<file path="config.mk">
export PLATFORM = sky130hd
export DESIGN_NAME = wbc_ctrl
export DESIGN_NICKNAME = d
export VERILOG_FILES = /design/src/rtl/wbc_pkg.sv /design/src/rtl/wbc_ctrl.sv
export SDC_FILE = /design/constraint.sdc
export NUM_CORES = 1
export LEC_CHECK = 0
export ABC_AREA = 1
export BUFFER_PORTS_ARGS = -buffer_cell sky130_fd_sc_hd__buf_2
export CAP_MARGIN = 0
export CORE_MARGIN = 1.5
export CORE_UTILIZATION = 46
export CTS_CLUSTER_DIAMETER = 100
export DETAILED_ROUTE_END_ITERATION = 12
export HOLD_SLACK_MARGIN = 0.15
export PLACE_DENSITY = 0.73
export SYNTH_ARGS = -nofsm -noshare
export SYNTH_HDL_FRONTEND = slang
export SYNTH_SLANG_ARGS = --single-unit
</file>
<file path="constraint.sdc">
create_clock -name clk -period 2 [get_ports clk]
set_input_delay 0.2 -clock clk [delete_from_list [all_inputs] [get_ports clk]]
set_output_delay 0.2 -clock clk [all_outputs]
set_load 0.005 [all_outputs]
</file>
<file path="src/rtl/wbc_pkg.sv">
package wbc_pkg;
    localparam int NumWords  = 64;
    localparam int MaxWord   = 32;
    localparam int WordIdxW  = $clog2(NumWords);
    localparam int CountW    = $clog2(NumWords + 1);
    localparam int PosW      = $clog2(MaxWord);
    localparam int LenW      = $clog2(MaxWord + 1);
    localparam int DictAddrW = WordIdxW + PosW;

    typedef enum logic [1:0] {
        OP_CLEAR = 2'd0,
        OP_DICT  = 2'd1,
        OP_START = 2'd2,
        OP_TEXT  = 2'd3
    } op_t;

    // controller -> datapath
    typedef struct packed {
        logic                clear_dict;
        logic                dict_char;
        logic                start_text;
        logic                text_shift;
        logic                scan_start;
        logic [WordIdxW-1:0] scan_word;
        logic [PosW-1:0]     scan_pos;
        logic                cmp_step;
        logic                set_hit;
    } dp_cmd_t;

    // datapath -> controller
    typedef struct packed {
        logic [CountW-1:0] word_count;
        logic [LenW-1:0]   cur_len;
        logic              len_ok;
        logic              mismatch;
    } dp_stat_t;
endpackage

</file>
<file path="src/rtl/wbc_ctrl.sv">
module wbc_ctrl
    import wbc_pkg::*;
(
    input  logic       clk,
    input  logic       rst_n,
    input  logic       in_valid,
    output logic       in_ready,
    input  logic [1:0] op,
    output logic       out_valid,
    input  logic       out_ready,
    output logic       breakable,
    output dp_cmd_t    cmd,
    input  dp_stat_t   stat
);
    typedef enum logic [2:0] {
        S_IDLE, S_LEN, S_CMP, S_WAIT, S_NEXT, S_OUT
    } state_t;

    state_t              state_reg;
    logic [WordIdxW-1:0] word_reg;
    logic [PosW-1:0]     pos_reg;
    logic                brk_reg;
    logic                last_word, accept;

    assign in_ready  = state_reg == S_IDLE;
    assign accept    = in_valid && in_ready;
    assign out_valid = state_reg == S_OUT;
    assign breakable = brk_reg;
    assign last_word = CountW'(word_reg) + 1'b1 >= stat.word_count;

    // commands
    always_comb
    begin
        cmd = '0;
        cmd.scan_word = word_reg;
        cmd.scan_pos  = pos_reg;
        if (accept)
        begin
            cmd.clear_dict = op == OP_CLEAR;
            cmd.dict_char  = op == OP_DICT;
            cmd.start_text = op == OP_START;
            cmd.text_shift = op == OP_TEXT;
        end
        cmd.scan_start = state_reg == S_LEN;
        cmd.cmp_step   = state_reg == S_CMP || state_reg == S_WAIT;
        cmd.set_hit    = state_reg == S_NEXT && stat.len_ok && !stat.mismatch;
    end

    // sequencer: one word compared per pass, one character per cycle
    always_ff @(posedge clk or negedge rst_n)
    begin
        if (!rst_n)
        begin
            state_reg <= S_IDLE;
            word_reg  <= '0;
            pos_reg   <= '0;
            brk_reg   <= 1'b0;
        end
        else
        begin
            case (state_reg)
                S_IDLE:
                    if (accept)
                    begin
                        word_reg <= '0;
                        pos_reg  <= '0;
                        if (op == OP_START)
                        begin
                            brk_reg   <= stat.word_count != '0;
                            state_reg <= S_OUT;
                        end
                        else if (op == OP_TEXT)
                        begin
                            brk_reg   <= 1'b0;
                            state_reg <= (stat.word_count != '0) ? S_LEN : S_OUT;
                        end
                    end
                S_LEN:
                    state_reg <= S_CMP;
                S_CMP:
                    if (!stat.len_ok)
                        state_reg <= S_NEXT;
                    else if (LenW'(pos_reg) + 1'b1 >= stat.cur_len)
                        state_reg <= S_WAIT;
                    else
                        pos_reg <= pos_reg + 1'b1;
                S_WAIT:
                    state_reg <= S_NEXT;
                S_NEXT:
                begin
                    pos_reg <= '0;
                    if (stat.len_ok && !stat.mismatch)
                    begin
                        brk_reg   <= 1'b1;
                        state_reg <= S_OUT;
                    end
                    else if (last_word)
                        state_reg <= S_OUT;
                    else
                    begin
                        word_reg  <= word_reg + 1'b1;
                        state_reg <= S_LEN;
                    end
                end
                S_OUT:
                    if (out_ready)
                        state_reg <= S_IDLE;
                default:
                    state_reg <= S_IDLE;
            endcase
        end
    end
endmodule

</file>
==> impl_metrics.yaml <==
timing:
  relSlewSlack_pct: 77.5
  rsz0062_at_grt: "true"
  worst_pin_slew_ps: 337
  slew_violations: 0
  fin_ws_ps: 6.06
  fin_crit_sh_pct: 99.7
  fin_crit_ps: 1990
  worst_clock_skew_ps: 2.33
  setup_viol: 0
  fmax_mhz: 502
  fin_tns_setup_ps: 0
  finalHoldViolCount: 0
die:
  num_rows: 19
  die_h_um: 57.4
  dieArea_um2: 3290
  die_x_um: 57.4
  core_area_um2: 2780
  io_pins: 42
  start_util_pct: 48.9
worst_setup_path:
  cp-start-kind: "register"
  r2r-end: "word_reg[3]"
  reg2reg_from: "word_reg[1]"
  worst-r2r-cell-count: 13
  worstSetupPathType: "reg2reg"
  cp_data_required_time_ps: 2220
  cp-end-kind: "register"
  r2r_setup_slack_ps: 6
  crit_path_max_fanout: 12
  cp.arrival_ps: 2210
drt:
  drtPass1Iterations: 4
  wl_per_cell_um: 11.0
  via_per_inst: 4.93
  ant_nets: 0
  drt_iter0_drc: 47
  via_count: 1445
  drcViolationCount: 0
  postRouteWirelength_um: 3220
cts:
  cts_tree: "done"
  h-tree-depth: 1
  cts.clk_slew.worst_paths_ps: 100
  cts-root-buf: "clkbuf_4"
  insertion_delay_ps: 280
  cts.path.max_buffers: 2
  cts.sinks: 15
  numCtsBuffers: 3
min_path:
  min_path_cells: 4
  min_from: "out_ready"
  hold_class: "in2reg"
  hold-path-endpoint: "state_reg[2]"
run_status:
  status: "finished, final reports clean"
global_route:
  grt_overflow: 0
  grt_usage_pct: 19.4
  met2_usage_pct: 33.0
  grt_max_degree: 16
  met1_usage_pct: 26.3
  grt_antenna_before_repair: 0
  met3_usage_pct: 2.72
  grt_busiest_layer: "met2"
  grt_pass1_wl_um: 5080
  grt_pass1_vias: 1206
run:
  max-cap-violations: 0
final_layout:
  num_antenna_cells: 0
  nFillCells: 240
  seqCellArea_um2: 377
  largest_reg_flops: 6
  final_nets: 299
  drive_gt1_share_pct: 39.7
  syn_to_final_growth_pct: 38.2
  post-route-util_pct: 67.5
  final_cell_area_um2: 1880
  multiInputGateArea_um2: 942
place:
  port_buffers: 41
  dp.final_hpwl_um: 2390
  place_worst_setup_slack_ps: -90.8
  gp_congestion: 0.816
  placed_area_um2: 1660
synth:
  seq_area_frac_synth_pct: 27.6
  synth_nets: 237
  yosys_warnings: 0
  netlist_instances: 201
  ys_ff_latch: 15
  syn_avg_cell_area_um2: 6.76
  netlist_area_um2: 1360
  yosys.cell_types.count: 22
power_and_ir_drop:
  ir_drop_v: 0.000641
  total_power_mw: 1.47
  p_leak_nw: 1.11
  power_density_nw_per_um2: 784
-- layout make-up --
type | instances | share of cell area [%]
inverter | 39 | 7.79
timing repair buffer | 58 | 18.5
clock buffer | 3 | 1.20
sequential | 15 | 20.1
multi-input combinational | 146 | 50.2
tap | 31 | 2.07
clock inverter | 1 | 0.266
-- how the worst max path moves through the flow --
| stage | from | to | slack, ps | cells after the start |
|---|---|---|---|---|
| after floorplan | pos_reg[0] | pos_reg[0] | 20 | 12 |
| after global placement | word_reg[0] | word_reg[0] | -10 | 13 |
| final | word_reg[1] | word_reg[3] | 6 | 13 |
| after detailed placement | word_reg[0] | word_reg[1] | -90 | 13 |
| after global routing | word_reg[0] | state_reg[2] | -140 | 13 |
| after CTS | word_reg[0] | word_reg[1] | -4 | 13 |
-- per-stage QoR --
step / std cells / hold WS, ps
after floorplan: 201 / -95.6
after global placement: 281 / 124
after detailed placement: 281 / 126
after CTS: 291 / 184
after global routing: 293 / 189
final: 293 / 189
-- repair_timing --
item	4_1_cts	5_1_grt
hold endpoints to repair	15	0
endpoints found under the setup margin	11	13
resized for setup	2	29
buffers inserted	5	2
pin swaps	2	18
hold buffers	1	0
-- Yosys cell counts --
library cell | count | area, um^2
nor2_2 | 2 | 12.5
nand2_1 | 56 | 210
nor3_1 | 5 | 25.0
nor2_1 | 19 | 71.3
nand2_2 | 5 | 31.3
a21oi_1 | 6 | 30.0
o22ai_1 | 1 | 6.26
nand3_1 | 12 | 60.1
o21ai_0 | 3 | 15.0
nor2_4 | 1 | 11.3
nand4_1 | 5 | 31.3
nand3_2 | 1 | 10.0
xor2_1 | 5 | 43.8
inv_1 | 37 | 139
buf_6 | 1 | 11.3
o21ai_2 | 6 | 52.6
a21o_1 | 1 | 7.51
inv_2 | 2 | 7.51
or2_2 | 2 | 12.5
ha_1 | 15 | 188
dfrtp_1 | 15 | 375
nor3b_1 | 1 | 7.51
-- routing by layer --
layer,wire (um),up-vias
met4,19,0
met5,0,-
li1,-,749
met3,131,2
met1,1450,661
met2,1610,33
-- logic make-up after synthesis --
| family | Yosys count | share of synthesized area (%) |
|---|---|---|
| AO/OA/AOI/OAI | 17 | 8.20 |
| flip-flops | 15 | 27.6 |
| XOR/XNOR | 5 | 3.22 |
| AND/OR/NAND/NOR | 109 | 35.5 |
| adder cells (fa/ha/maj) | 15 | 13.8 |
| buffers and inverters | 40 | 11.6 |
-- layout by cell type, fill, tap and decap left out, types with 2 or more instances in the layout --
cell,netlist,layout
a21oi_1,6,4
buf_2,0,41
nand2_2,5,10
inv_1,37,35
nand3_1,12,7
nand3_2,1,5
a21oi_2,0,2
ha_2,0,2
nand4_1,5,5
buf_4,0,13
o21ai_0,3,3
nor2_1,19,17
nor3_1,5,5
inv_2,2,4
nor2_4,1,2
nor2_2,2,3
ha_1,15,12
buf_6,1,3
or2_2,2,2
xor2_1,5,3
xor2_2,0,2
nand2_1,56,50
o21ai_2,6,6
clkbuf_4,0,3
dfrtp_1,15,14
-- where the power goes --
group / internal (mW) / switching [mW]
clock: 0.0741 / 0.104
combinational: 0.346 / 0.526
sequential: 0.364 / 0.0578
-- critical path, cell delays in order (launching register included) --
cell and delay [ps]:
dfrtp_1 400, ha_2 210, nand3_2 80, xor2_1 160, inv_1 100, ha_4 270
nand2_1 60, a21oi_2 110, nor2_1 50, nand2_1 80, nand2_2 100, nand2_8 140
nand2_1 90, o21ai_2 60
Note: power is estimated with default switching activity, not from simulation.
